<file path="src/ppc_pkg.sv">
package ppc_pkg;

  localparam int LEVEL_W    = 16;
  localparam int TORQUE_W   = 16;
  localparam int MT_W       = 15;
  localparam int CFG_IDX_W  = 3;
  localparam int CFG_DATA_W = 16;
  localparam int DIV_W      = 32;
  localparam int DVS_W      = 16;
  localparam int DCNT_W     = $clog2(DIV_W);
  localparam int FRAC_W     = 34;
  localparam int FMAG_W     = 33;
  localparam int PROD_W     = FMAG_W + MT_W;
  localparam int MCNT_W     = $clog2(MT_W);

  localparam logic [CFG_IDX_W-1:0] CFG_CAL_LOW     = 3'd0;
  localparam logic [CFG_IDX_W-1:0] CFG_CAL_HIGH    = 3'd1;
  localparam logic [CFG_IDX_W-1:0] CFG_INVERT      = 3'd2;
  localparam logic [CFG_IDX_W-1:0] CFG_MAX_TORQUE  = 3'd3;
  localparam logic [CFG_IDX_W-1:0] CFG_RAW_FLOOR   = 3'd4;
  localparam logic [CFG_IDX_W-1:0] CFG_RAW_CEILING = 3'd5;

  localparam logic signed [FRAC_W-1:0] Q16_ONE         = 34'sd65536;
  localparam logic signed [FRAC_W-1:0] FRAC_LOW_LIMIT  = -34'sd6554;
  localparam logic signed [FRAC_W-1:0] FRAC_HIGH_LIMIT = 34'sd72090;

  typedef enum logic [2:0] {
    S_IDLE,
    S_SUM,
    S_AVG,
    S_PREP,
    S_FRAC,
    S_MAG,
    S_MUL,
    S_FIN
  } state_e;

  typedef struct packed {
    logic             start;
    logic [DIV_W-1:0] dividend;
    logic [DVS_W-1:0] divisor;
  } div_req_t;

endpackage

</file>
<file path="src/ppc_if.sv">
interface ppc_sample_if #(parameter int ADC_BITS = 10) ();
  logic                valid;
  logic                ready;
  logic [ADC_BITS-1:0] adc_sample;

  modport source (output valid, output adc_sample, input ready);
  modport sink (input valid, input adc_sample, output ready);
endinterface

interface ppc_result_if ();
  logic                                valid;
  logic                                ready;
  logic signed [ppc_pkg::TORQUE_W-1:0] torque_request;
  logic        [ppc_pkg::LEVEL_W-1:0]  cooked_level;
  logic                                out_of_range;

  modport source (output valid, output torque_request, output cooked_level,
                  output out_of_range, input ready);
  modport sink (input valid, input torque_request, input cooked_level,
                input out_of_range, output ready);
endinterface

</file>
<file path="src/ppc_div.sv">
module ppc_div (
  input  logic                     clk_i,
  input  logic                     rst_ni,
  input  ppc_pkg::div_req_t        req_i,
  output logic                     done_o,
  output logic [ppc_pkg::DIV_W-1:0] quot_o
);
  import ppc_pkg::*;

  logic              busy_q;
  logic              done_q;
  logic [DCNT_W-1:0] cnt_q;
  logic [DIV_W-1:0]  dvd_q;
  logic [DVS_W-1:0]  rem_q;
  logic [DVS_W-1:0]  dvs_q;

  logic [DVS_W:0]    shifted;
  logic              fits;
  logic [DVS_W-1:0]  rem_d;
  logic [DIV_W-1:0]  dvd_d;

  // restoring division, one quotient bit per cycle
  always_comb begin
    shifted = {rem_q, dvd_q[DIV_W-1]};
    fits    = shifted >= {1'b0, dvs_q};
    rem_d   = fits ? DVS_W'(shifted - {1'b0, dvs_q}) : DVS_W'(shifted);
    dvd_d   = {dvd_q[DIV_W-2:0], fits};
  end

  always_ff @(posedge clk_i or negedge rst_ni) begin
    if (!rst_ni) begin
      busy_q <= 1'b0;
      done_q <= 1'b0;
      cnt_q  <= '0;
    end else begin
      done_q <= 1'b0;
      if (req_i.start) begin
        busy_q <= 1'b1;
        cnt_q  <= '0;
      end else if (busy_q) begin
        cnt_q <= cnt_q + 1'b1;
        if (cnt_q == DCNT_W'(DIV_W - 1)) begin
          busy_q <= 1'b0;
          done_q <= 1'b1;
        end
      end
    end
  end

  always_ff @(posedge clk_i) begin
    if (req_i.start) begin
      dvd_q <= req_i.dividend;
      dvs_q <= req_i.divisor;
      rem_q <= '0;
    end else if (busy_q) begin
      dvd_q <= dvd_d;
      rem_q <= rem_d;
    end
  end

  assign done_o = done_q;
  assign quot_o = dvd_q;

endmodule

</file>
<file path="src/pedal_position_conditioner_unit.sv">
// One transaction in flight: a new sample is accepted only after the
// previous result is registered. The datapath runs two 32-step passes
// through the bit-serial divider (window average, pedal fraction) and a
// 15-step shift-add torque multiply; equal calibration points skip the
// fraction pass and the multiply. Reset (async, active low) empties the
// sample window and loads the register defaults; no clearing pass.
module pedal_position_conditioner_unit #(
  parameter int WINDOW   = 8,
  parameter int ADC_BITS = 10
) (
  input  logic                          clk_i,
  input  logic                          rst_ni,
  input  logic                          cfg_we_i,
  input  logic [ppc_pkg::CFG_IDX_W-1:0]  cfg_idx_i,
  input  logic [ppc_pkg::CFG_DATA_W-1:0] cfg_data_i,
  ppc_sample_if.sink                    in_i,
  ppc_result_if.source                  out_o
);
  import ppc_pkg::*;

  localparam int SUM_W = ADC_BITS + $clog2(WINDOW);
  localparam int IDX_W = (WINDOW > 1) ? $clog2(WINDOW) : 1;
  localparam int SHIFT = LEVEL_W - ADC_BITS;

  // configuration
  logic [LEVEL_W-1:0] cal_low_q, cal_high_q, raw_floor_q, raw_ceiling_q;
  logic               invert_q;
  logic [MT_W-1:0]    max_torque_q;

  always_ff @(posedge clk_i or negedge rst_ni) begin
    if (!rst_ni) begin
      cal_low_q     <= '0;
      cal_high_q    <= '1;
      invert_q      <= 1'b0;
      max_torque_q  <= '0;
      raw_floor_q   <= '0;
      raw_ceiling_q <= '1;
    end else if (cfg_we_i) begin
      unique case (cfg_idx_i)
        CFG_CAL_LOW:     cal_low_q     <= cfg_data_i;
        CFG_CAL_HIGH:    cal_high_q    <= cfg_data_i;
        CFG_INVERT:      invert_q      <= cfg_data_i[0];
        CFG_MAX_TORQUE:  max_torque_q  <= cfg_data_i[MT_W-1:0];
        CFG_RAW_FLOOR:   raw_floor_q   <= cfg_data_i;
        CFG_RAW_CEILING: raw_ceiling_q <= cfg_data_i;
        default: ;
      endcase
    end
  end

  // control
  state_e state_q, state_d;
  logic   in_ready;
  logic   out_load;
  logic   out_valid_q;
  logic   div_done;
  logic [DIV_W-1:0] quot;
  div_req_t div_req;

  // sample window
  logic [ADC_BITS-1:0] ring_mem [WINDOW];
  logic [WINDOW-1:0]   ring_vld_q;
  logic [IDX_W-1:0]    slot_q;
  logic [ADC_BITS-1:0] old_q;
  logic [ADC_BITS-1:0] sample_q;
  logic [SUM_W-1:0]    sum_q;
  logic [SUM_W-1:0]    sum_new;

  // datapath
  logic [LEVEL_W-1:0]       cooked_q;
  logic                     oor_q;
  logic                     neg_q;
  logic signed [FRAC_W-1:0] frac_q;
  logic                     fsign_q;
  logic [FMAG_W-1:0]        fmag_q;
  logic [PROD_W-1:0]        prod_q;
  logic [MT_W-1:0]          mt_sh_q;
  logic [MCNT_W-1:0]        mcnt_q;

  logic signed [LEVEL_W:0]   num, span;
  logic [LEVEL_W-1:0]        num_abs, span_abs;
  logic                      span_zero;
  logic signed [FRAC_W-1:0]  q_s, fr_sgn, fr_inv;
  logic [FMAG_W:0]           psum;
  logic [DIV_W-1:0]          tmag;
  logic [TORQUE_W-1:0]       torque_fin;

  logic signed [TORQUE_W-1:0] out_torque_q;
  logic [LEVEL_W-1:0]         out_cooked_q;
  logic                       out_oor_q;

  assign in_ready = (state_q == S_IDLE);

  always_comb begin
    sum_new = sum_q - (ring_vld_q[slot_q] ? SUM_W'(old_q) : '0) + SUM_W'(sample_q);

    num       = $signed({1'b0, cooked_q}) - $signed({1'b0, cal_low_q});
    span      = $signed({1'b0, cal_high_q}) - $signed({1'b0, cal_low_q});
    num_abs   = num[LEVEL_W] ? LEVEL_W'(-num) : num[LEVEL_W-1:0];
    span_abs  = span[LEVEL_W] ? LEVEL_W'(-span) : span[LEVEL_W-1:0];
    span_zero = (span == '0);

    q_s    = $signed({2'b00, quot});
    fr_sgn = neg_q ? -q_s : q_s;
    fr_inv = invert_q ? Q16_ONE - fr_sgn : fr_sgn;

    psum = {1'b0, prod_q[PROD_W-1:MT_W]} + (mt_sh_q[0] ? {1'b0, fmag_q} : '0);

    tmag = prod_q[PROD_W-1:LEVEL_W];
    if (!fsign_q) begin
      torque_fin = (tmag > DIV_W'(max_torque_q)) ? TORQUE_W'(max_torque_q)
                                                 : tmag[TORQUE_W-1:0];
    end else begin
      torque_fin = (tmag > DIV_W'(32768)) ? {1'b1, {(TORQUE_W-1){1'b0}}}
                                          : TORQUE_W'(-tmag[TORQUE_W-1:0]);
    end
  end

  always_comb begin
    div_req.start    = (state_q == S_SUM) || (state_q == S_PREP && !span_zero);
    div_req.dividend = (state_q == S_SUM) ? DIV_W'(sum_new) : {num_abs, {LEVEL_W{1'b0}}};
    div_req.divisor  = (state_q == S_SUM) ? DVS_W'(WINDOW) : span_abs;
  end

  ppc_div u_div (
    .clk_i  (clk_i),
    .rst_ni (rst_ni),
    .req_i  (div_req),
    .done_o (div_done),
    .quot_o (quot)
  );

  always_ff @(posedge clk_i or negedge rst_ni) begin
    if (!rst_ni) begin
      state_q <= S_IDLE;
    end else begin
      state_q <= state_d;
    end
  end

  always_comb begin
    state_d  = state_q;
    out_load = 1'b0;
    unique case (state_q)
      S_IDLE: if (in_i.valid) state_d = S_SUM;
      S_SUM:  state_d = S_AVG;
      S_AVG:  if (div_done) state_d = S_PREP;
      S_PREP: state_d = span_zero ? S_FIN : S_FRAC;
      S_FRAC: if (div_done) state_d = S_MAG;
      S_MAG:  state_d = S_MUL;
      S_MUL:  if (mcnt_q == MCNT_W'(MT_W - 1)) state_d = S_FIN;
      S_FIN: begin
        if (!out_valid_q || out_o.ready) begin
          out_load = 1'b1;
          state_d  = S_IDLE;
        end
      end
    endcase
  end

  // window state
  always_ff @(posedge clk_i or negedge rst_ni) begin
    if (!rst_ni) begin
      ring_vld_q <= '0;
      slot_q     <= '0;
      sum_q      <= '0;
    end else if (state_q == S_SUM) begin
      ring_vld_q[slot_q] <= 1'b1;
      slot_q <= (slot_q == IDX_W'(WINDOW - 1)) ? '0 : slot_q + 1'b1;
      sum_q  <= sum_new;
    end
  end

  always_ff @(posedge clk_i) begin
    if (in_i.valid && in_ready) begin
      old_q    <= ring_mem[slot_q];
      sample_q <= in_i.adc_sample;
    end
    if (state_q == S_SUM) begin
      ring_mem[slot_q] <= sample_q;
    end
  end

  always_ff @(posedge clk_i) begin
    unique case (state_q)
      S_AVG: begin
        if (div_done) cooked_q <= LEVEL_W'(quot[ADC_BITS-1:0]) << SHIFT;
      end
      S_PREP: begin
        oor_q   <= (cooked_q < raw_floor_q) || (cooked_q >= raw_ceiling_q) || span_zero;
        neg_q   <= num[LEVEL_W] ^ span[LEVEL_W];
        prod_q  <= '0;
        fsign_q <= 1'b0;
      end
      S_FRAC: begin
        if (div_done) frac_q <= fr_inv;
      end
      S_MAG: begin
        oor_q   <= oor_q || (frac_q <= FRAC_LOW_LIMIT) || (frac_q >= FRAC_HIGH_LIMIT);
        fsign_q <= frac_q[FRAC_W-1];
        fmag_q  <= frac_q[FRAC_W-1] ? FMAG_W'(-frac_q) : FMAG_W'(frac_q);
        prod_q  <= '0;
        mt_sh_q <= max_torque_q;
        mcnt_q  <= '0;
      end
      S_MUL: begin
        prod_q  <= {psum, prod_q[MT_W-1:1]};
        mt_sh_q <= mt_sh_q >> 1;
        mcnt_q  <= mcnt_q + 1'b1;
      end
      default: ;
    endcase
  end

  // result register
  always_ff @(posedge clk_i or negedge rst_ni) begin
    if (!rst_ni) begin
      out_valid_q <= 1'b0;
    end else if (out_load) begin
      out_valid_q <= 1'b1;
    end else if (out_o.ready) begin
      out_valid_q <= 1'b0;
    end
  end

  always_ff @(posedge clk_i) begin
    if (out_load) begin
      out_torque_q <= $signed(torque_fin);
      out_cooked_q <= cooked_q;
      out_oor_q    <= oor_q;
    end
  end

  assign in_i.ready           = in_ready;
  assign out_o.valid          = out_valid_q;
  assign out_o.torque_request = out_torque_q;
  assign out_o.cooked_level   = out_cooked_q;
  assign out_o.out_of_range   = out_oor_q;

endmodule

</file>
<file path="src/flat_wrapper.sv">
// flat-port wrapper written by rule: the top's interface ports become plain ports
module pedal_position_conditioner_unit_flat import ppc_pkg::*;
#(
  parameter int WINDOW   = 8,
  parameter int ADC_BITS = 10
)
  (clk_i, rst_ni, cfg_we_i, cfg_idx_i, cfg_data_i, in_i_valid, in_i_adc_sample, in_i_ready, out_o_valid, out_o_torque_request, out_o_cooked_level, out_o_out_of_range, out_o_ready);
  ppc_sample_if #(.ADC_BITS(ADC_BITS)) in_i_i ();
  ppc_result_if out_o_i ();
  input  logic clk_i;
  input  logic rst_ni;
  input  logic cfg_we_i;
  input  logic [ppc_pkg::CFG_IDX_W-1:0] cfg_idx_i;
  input  logic [ppc_pkg::CFG_DATA_W-1:0] cfg_data_i;
  input wire logic [$bits(in_i_i.valid)-1:0] in_i_valid;
  input wire logic [$bits(in_i_i.adc_sample)-1:0] in_i_adc_sample;
  output wire logic [$bits(in_i_i.ready)-1:0] in_i_ready;
  output wire logic [$bits(out_o_i.valid)-1:0] out_o_valid;
  output wire logic [$bits(out_o_i.torque_request)-1:0] out_o_torque_request;
  output wire logic [$bits(out_o_i.cooked_level)-1:0] out_o_cooked_level;
  output wire logic [$bits(out_o_i.out_of_range)-1:0] out_o_out_of_range;
  input wire logic [$bits(out_o_i.ready)-1:0] out_o_ready;
  assign in_i_i.valid = in_i_valid;
  assign in_i_i.adc_sample = in_i_adc_sample;
  assign in_i_ready = in_i_i.ready;
  assign out_o_valid = out_o_i.valid;
  assign out_o_torque_request = out_o_i.torque_request;
  assign out_o_cooked_level = out_o_i.cooked_level;
  assign out_o_out_of_range = out_o_i.out_of_range;
  assign out_o_i.ready = out_o_ready;
  pedal_position_conditioner_unit #(.WINDOW(WINDOW), .ADC_BITS(ADC_BITS)) u_core (.clk_i(clk_i), .rst_ni(rst_ni), .cfg_we_i(cfg_we_i), .cfg_idx_i(cfg_idx_i), .cfg_data_i(cfg_data_i), .in_i(in_i_i), .out_o(out_o_i));
endmodule
</file>
<file path="config.mk">
export PLATFORM = sky130hd
export DESIGN_NAME = pedal_position_conditioner_unit_flat
export DESIGN_NICKNAME = d
export VERILOG_FILES = /design/src/ppc_pkg.sv /design/src/ppc_if.sv /design/src/ppc_div.sv /design/src/pedal_position_conditioner_unit.sv /design/src/flat_wrapper.sv
export SDC_FILE = /design/constraint.sdc
export NUM_CORES = 1
export LEC_CHECK = 0
export BUFFER_PORTS_ARGS = -buffer_cell sky130_fd_sc_hd__buf_2
export CELL_PAD_IN_SITES_DETAIL_PLACEMENT = 0
export CELL_PAD_IN_SITES_GLOBAL_PLACEMENT = 1
export CORE_ASPECT_RATIO = 0.7
export CORE_UTILIZATION = 45
export CTS_BUF_LIST = sky130_fd_sc_hd__clkbuf_8
export DETAILED_ROUTE_END_ITERATION = 7
export GPL_ROUTABILITY_DRIVEN = 0
export PLACE_DENSITY_LB_ADDON = 0.12
export SLEW_MARGIN = 25
export SYNTH_ARGS = -nofsm -noshare
export SYNTH_HDL_FRONTEND = slang
export SYNTH_HIERARCHICAL = 1
export SYNTH_SLANG_ARGS = --single-unit
</file>
<file path="constraint.sdc">
create_clock -name clk_i -period 5.9 [get_ports clk_i]
set_input_delay 1.18 -clock clk_i [delete_from_list [all_inputs] [get_ports clk_i]]
set_output_delay 1.18 -clock clk_i [all_outputs]
set_load 0.05 [all_outputs]
</file>
Yosys cells after proc, flatten, opt, wreduce, memory -nomap -nowiden

Memory sizes are Yosys's and may differ from the RTL's. A register that Yosys moved wholly into a read port is not among the register bits.
Index checks and enable logic that the tools add are counted.

Register bits after elaboration: 363
Bits in latches: 0
Memory bits (writable): 80
Bits in read-only memories: 0
Output and inout bits: 35
Memories: 1

$add $sub $neg: 15
$mul: 0
Div/mod/pow operators: 0
Magnitude comparators: 9
Equality and inequality tests: 20
Shift operators: 0
Muxes and demuxes: 45
Bitwise operators: 2
Reductions and logical operators: 29

Memory list:

| name            | depth | width | read ports | clocked after Yosys merged registers in | wr ports | line                                  | source |
|---|---|---|---|---|---|---|---|
| u_core.ring_mem | 8     | 10    | 1          | 1                                       | 1        | pedal_position_conditioner_unit.sv:61 | `logic [ADC_BITS-1:0] ring_mem [WINDOW];` |

Operators by type and width:

| cell                   | count |
|---|---|
| $mux 16                | 6 |
| $mux 32                | 3 |
| $pmux 48 s2            | 1 |
| $mux 34                | 2 |
| $mux 33                | 2 |
| $neg 16->16            | 3 |
| $add 33x34->34         | 1 |
| $ge 34x18->1 const B   | 1 |
| $le 34x14->1 const B   | 1 |
| $neg 32->34            | 1 |
| $sub 16x16->17         | 2 |
| $sub 18x34->34 const A | 1 |
| $neg 33->33            | 1 |
| $gt 32x15->1           | 1 |
| $gt 32x16->1 const B   | 1 |
| $pmux 15 s2            | 1 |
| $pmux 3 s8             | 1 |
| $eq 3x3->1 const B     | 7 |
| $mux 3                 | 6 |
| $ge 17x16->1           | 1 |
| $logic_not 17->1       | 1 |
| $ge 16x16->1           | 1 |
| $lt 16x16->1           | 1 |
| $reduce_and 2->1       | 8 |
| 31 further kinds       | 66 |

Depth between registers and ports, before layout

Depth after elaboration: 7
Gate-level depth with buffers: 17
Gate-level depth less buffers: 16

Hierarchy

Netlist, hierarchy kept.

Modules (own cells, without submodules):

| module                          | instances | cells an instance | area an instance (um2) | seq. area each (um2) |
|---|---|---|---|---|
| pedal_position_conditioner_unit | 1         | 2098              | 22401.5                | 10520.1 |
| ppc_div                         | 1         | 351               | 3897.5                 | 1936.9 |

Worst setup path before layout

OpenSTA, ideal clock, no wires.

Path kind: reg2reg
Start: register u_core.cal_low_q[4]
End: register u_core.u_div.dvd_q[0] (netlist: u_core/u_div/quot_o[0]) (enable)
Setup time: 375 ps
Data arrival time: 4566 ps
Path slack: 960 ps
Stages on the path, launching flop included: 15
Buffers on the path: 3
Clock period less this slack: 4940 ps
Path through: dfrtp_1 -> inv_1 -> ha_1 -> a21o_1 -> or3_4 -> o2111a_1 -> o41a_4 -> a211oi_2 -> or2_2 -> clkbuf_1 -> or4_4 -> a21o_1 -> clkbuf_1 -> clkbuf_1 -> or2_2

RTL lines:

| item                   | line                                  | source |
|---|---|---|
| start, declared        | pedal_position_conditioner_unit.sv:26 | `logic [LEVEL_W-1:0] cal_low_q, cal_high_q, raw_floor_q, raw_ceiling_q;` |
| start signal, assigned | pedal_position_conditioner_unit.sv:40 | `CFG_CAL_LOW: cal_low_q <= cfg_data_i;` |
| end signal, assigned   | ppc_div.sv:52                         | `dvd_q <= req_i.dividend;` |
| end signal, assigned   | ppc_div.sv:56                         | `dvd_q <= dvd_d;` |
| end, declared          | ppc_div.sv:13                         | `logic [DIV_W-1:0] dvd_q;` |

==> results.json <==
{
  "grt_pass1_wl_microns": 105900,
  "hold_buffers": 0,
  "num-fill-cells": 5139,
  "min_path_type": "reg2reg",
  "cts_tree": "done",
  "worstPathRequired_ns": 6.32,
  "tightestPinTransition_ns": 0.9795,
  "nets": 2702,
  "grt_max_degree": 60,
  "swShare_pct": 41.79,
  "yosysTopAreaCell": "edfxtp_1",
  "r2r_start": "u_core/slot_q[2]$_DFFE_PN0P_",
  "drive_above_1_share_pct": 16.18,
  "wl_microns": 66510,
  "critPathKind": "reg2reg",
  "cts_setup_buffers": 0,
  "cp-end-kind": "register",
  "antenna_found_initial": 1,
  "slew_headroom_pct": 34.70,
  "ff_latch_area_sq_um": 12460,
  "avgSynthCellArea_sq_um": 10.74,
  "clock-sinks": 438,
  "status": "finished, final reports clean",
  "start_util_pct": 45.92,
  "ioPinCount": 69,
  "dieArea_sq_um": 59430,
  "async_reset_ff_share_pct": 26.26,
  "grt.total_usage_pct": 22.77,
  "dp_hpwl_microns": 48530,
  "drv_slew": 0,
  "ys_top_cells_by_area": "edfxtp_1 (35%), dfrtp_1 (7.9%), ha_1 (6.4%)",
  "synth-edff-count": 307,
  "crit_start": "u_core/slot_q[2]$_DFFE_PN0P_",
  "synth-main-ff-cell": "edfxtp_1",
  "cts-root-buf": "clkbuf_8",
  "wl_per_cell_microns": 19.94,
  "power.density_nw_per_um2": 530.0,
  "drc_errors": 0,
  "worst_slack_ns": 0.9457,
  "p_int_mw": 8.921,
  "viasPerCell": 5.754,
  "combPwrFrac_pct": 47.4,
  "ys_types": 107,
  "clockBufferDepth": 3,
  "p_sw_mw": 6.405,
  "num_rows": 73,
  "dr.pass1.iters": 5,
  "synth_warnings": 6,
  "path_cells": "buf_4, mux4_2, mux2i_1, buf_4, nor2b_1, fa_1, inv_1, fa_1, a21o_1, a21o_1, a2111oi_0, o31ai_1, o41ai_1, xnor2_1, nand2_1, o22ai_1, mux2_2",
  "die_h_microns": 204.3,
  "cp_max_fo": 20,
  "drt-initial-drc-count": 1361,
  "finalClockSkew_ns": 0.02956,
  "final_cells": 3335,
  "h-tree-depth": 3,
  "area_growth_pct": 9.962,
  "hp-start": "u_core/ring_vld_q[2]$_DFFE_PN0P_",
  "fmax_ghz": 0.2018,
  "finalCritPeriodShare_pct": 83.97,
  "vdd_drop_max_uv": 230.4,
  "p_seq_share_pct": 34.3,
  "clk_latency_ns": 0.68,
  "rsz0062_at_grt": "no",
  "max_cap_violations": 0,
  "yosysTopAreaCellShare_pct": 35.05,
  "setup_viol": 0,
  "multi_input_area_sq_um": 12900,
  "critical_path_arrival_ns": 5.38,
  "netlist_area_sq_um": 26300,
  "fin_tns_setup_ns": 0,
  "syn_inst": 2449,
  "die_w_microns": 290.9,
  "vias": 19190,
  "core_area_sq_um": 57270,
  "post_cts_resized": 0,
  "placed_cells": 3192,
  "startpoint_type": "register",
  "slowest_delay_ns": 0.70,
  "clkPwrFrac_pct": 18.3,
  "ant_nets": 0,
  "preCtsSetupSlack_ns": 1.002,
  "finalHoldViolCount": 0,
  "fin_crit_ns": 4.954,
  "seq_area_frac_synth_pct": 47.37,
  "clk_pin_slew_ns": 0.06,
  "leakagePower_nw": 11.43,
  "numCtsBuffers": 75,
  "portBuffers": 62,
  "grt_overflow": 0,
  "cp_slowest_cell": "a2111oi_0",
  "grt_pass1_vias": 18380,
  "ys_ff_latch": 438
}
## state kept, by name, indices dropped and copies added, names as in the netlist, 13 cells and up
signal,count
u_core/cal_high_q,16
u_core/cal_low_q,16
u_core/fmag_q,33
u_core/frac_q,34
u_core/max_torque_q,15
u_core/mt_sh_q,15
u_core/out_o.torque_request,16
u_core/prod_q,33
u_core/raw_ceiling_q,16
u_core/raw_floor_q,16
u_core/ring_mem,80
u_core/sum_q,13
u_core/u_div/dvs_q,16
u_core/u_div/quot_o,32
u_core/u_div/rem_q,16
## through the flow
stage | cell area, sq um | hold WS, ns | power (mW) | utilization, %
6_report | 28920 | 0.4643 | 15.33 | 50.50
5_1_grt | 28920 | 0.4780 | 16.51 | 50.50
4_1_cts | 28900 | 0.4666 | 15.40 | 50.47
3_5_place_dp | 27370 | 0.4510 | 12.51 | 47.79
3_3_place_gp | 27360 | 0.4460 | 12.38 | 47.78
2_1_floorplan | 26330 | 0.4275 | 10.68 | -
## power by group through the flow
stage / Clock [mW] / Combinational, mW / Sequential, mW
after global placement: 0 / 7.10 / 5.28
after CTS: 2.91 / 7.24 / 5.26
after detailed placement: 0 / 7.20 / 5.31
after global routing: 3.03 / 8.11 / 5.37
final: 2.81 / 7.26 / 5.26
after floorplan: 0 / 5.66 / 5.02
## worst max-delay path: cells and delay by family, from the launching register on
family | cells | cell delay (ns)
compound gates | 6 | 1.76
xor+xnor | 1 | 0.15
fa+ha+maj | 2 | 0.94
buf+inv | 3 | 0.55
flops | 1 | 0.38
mux | 3 | 0.75
simple gates | 2 | 0.20
## layout make-up
| type | instances | share of cell area [%] |
|---|---|---|
| diodes | 2 | 0.01731 |
| multi-input cells | 1768 | 44.60 |
| flip-flops and latches | 438 | 43.08 |
| inverters | 145 | 1.882 |
| well taps | 750 | 3.245 |
| clock inverters | 53 | 1.164 |
| clock buffers | 87 | 4.141 |
| repair buffers | 92 | 1.873 |
## path summary, 6_finish.rpt
path / cells after the start / slack [ns] / end
worst max-delay path: 17 / 0.95 / u_core/u_div/quot_o[12]$_DFFE_PP_
worst min-delay path: 1 / 0.46 / u_core/ring_vld_q[2]$_DFFE_PN0P_
worst max register to register: 17 / 0.95 / u_core/u_div/quot_o[12]$_DFFE_PP_
worst min register to register: 1 / 0.46 / u_core/ring_vld_q[2]$_DFFE_PN0P_
max in group asynchronous: 2 / 3.98 / u_core/ring_vld_q[7]$_DFFE_PN0P_
min in group asynchronous: 1 / 0.61 / u_core/cal_low_q[9]$_DFFE_PN0P_
## metal layers
layer  GRT usage (%)  vias up  wire length (microns)
met4           5.442        0                   1191
met5               0        -                      0
met1           35.74     9417                  34900
li1                -     9193                      -
met2           31.54      484                  26360
met3           4.654       94                   4051
## cell usage after synthesis, types with 22 or more instances
cell type,n
ha_1,135
o21ai_0,150
clkbuf_1,77
nand4_1,22
dfstp_2,32
inv_1,145
nand2b_1,23
or2_2,23
o31ai_1,27
xnor2_1,122
nor2b_1,36
and2_1,53
dfrtp_1,83
nand2_1,171
edfxtp_1,307
xor2_1,68
a21oi_1,94
a31oi_1,25
or3_1,22
and3_1,23
o21a_1,23
a21o_1,52
mux2_2,96
nor3_1,51
nor2_1,169
nand3_1,42
## logic make-up (layout without fill, tap and decap cells)
logic type | Yosys count | count (layout) | share of synthesized area [%]
compound gates | 561 | 561 | 14.80
xor+xnor | 191 | 191 | 6.389
fa+ha+maj | 148 | 148 | 7.412
buf+inv | 251 | 377 | 3.792
flops | 438 | 438 | 47.37
mux | 118 | 118 | 5.424
other cells | 1 | 11 | 0.01426
simple gates | 741 | 741 | 14.80
## cells in the final DEF (no fill, tap or decap), drive strengths merged, types with 17 or more instances in the layout
master / count
a211oi: 21
a21o: 53
a21oi: 96
a221o: 20
a31oi: 25
and2: 54
and3: 23
buf: 92
clkbuf: 87
clkinv: 20
dfrtp: 83
dfstp: 32
edfxtp: 307
ha: 135
inv: 172
mux2: 96
nand2: 173
nand2b: 23
nand3: 43
nand4: 22
nor2: 171
nor2b: 36
nor3: 53
nor4: 18
o21a: 23
o21ai: 155
o31ai: 29
o41ai: 17
or2: 24
or3: 24
or4: 19
xnor2: 123
xor2: 68
Power figures use the tool's default switching activity.
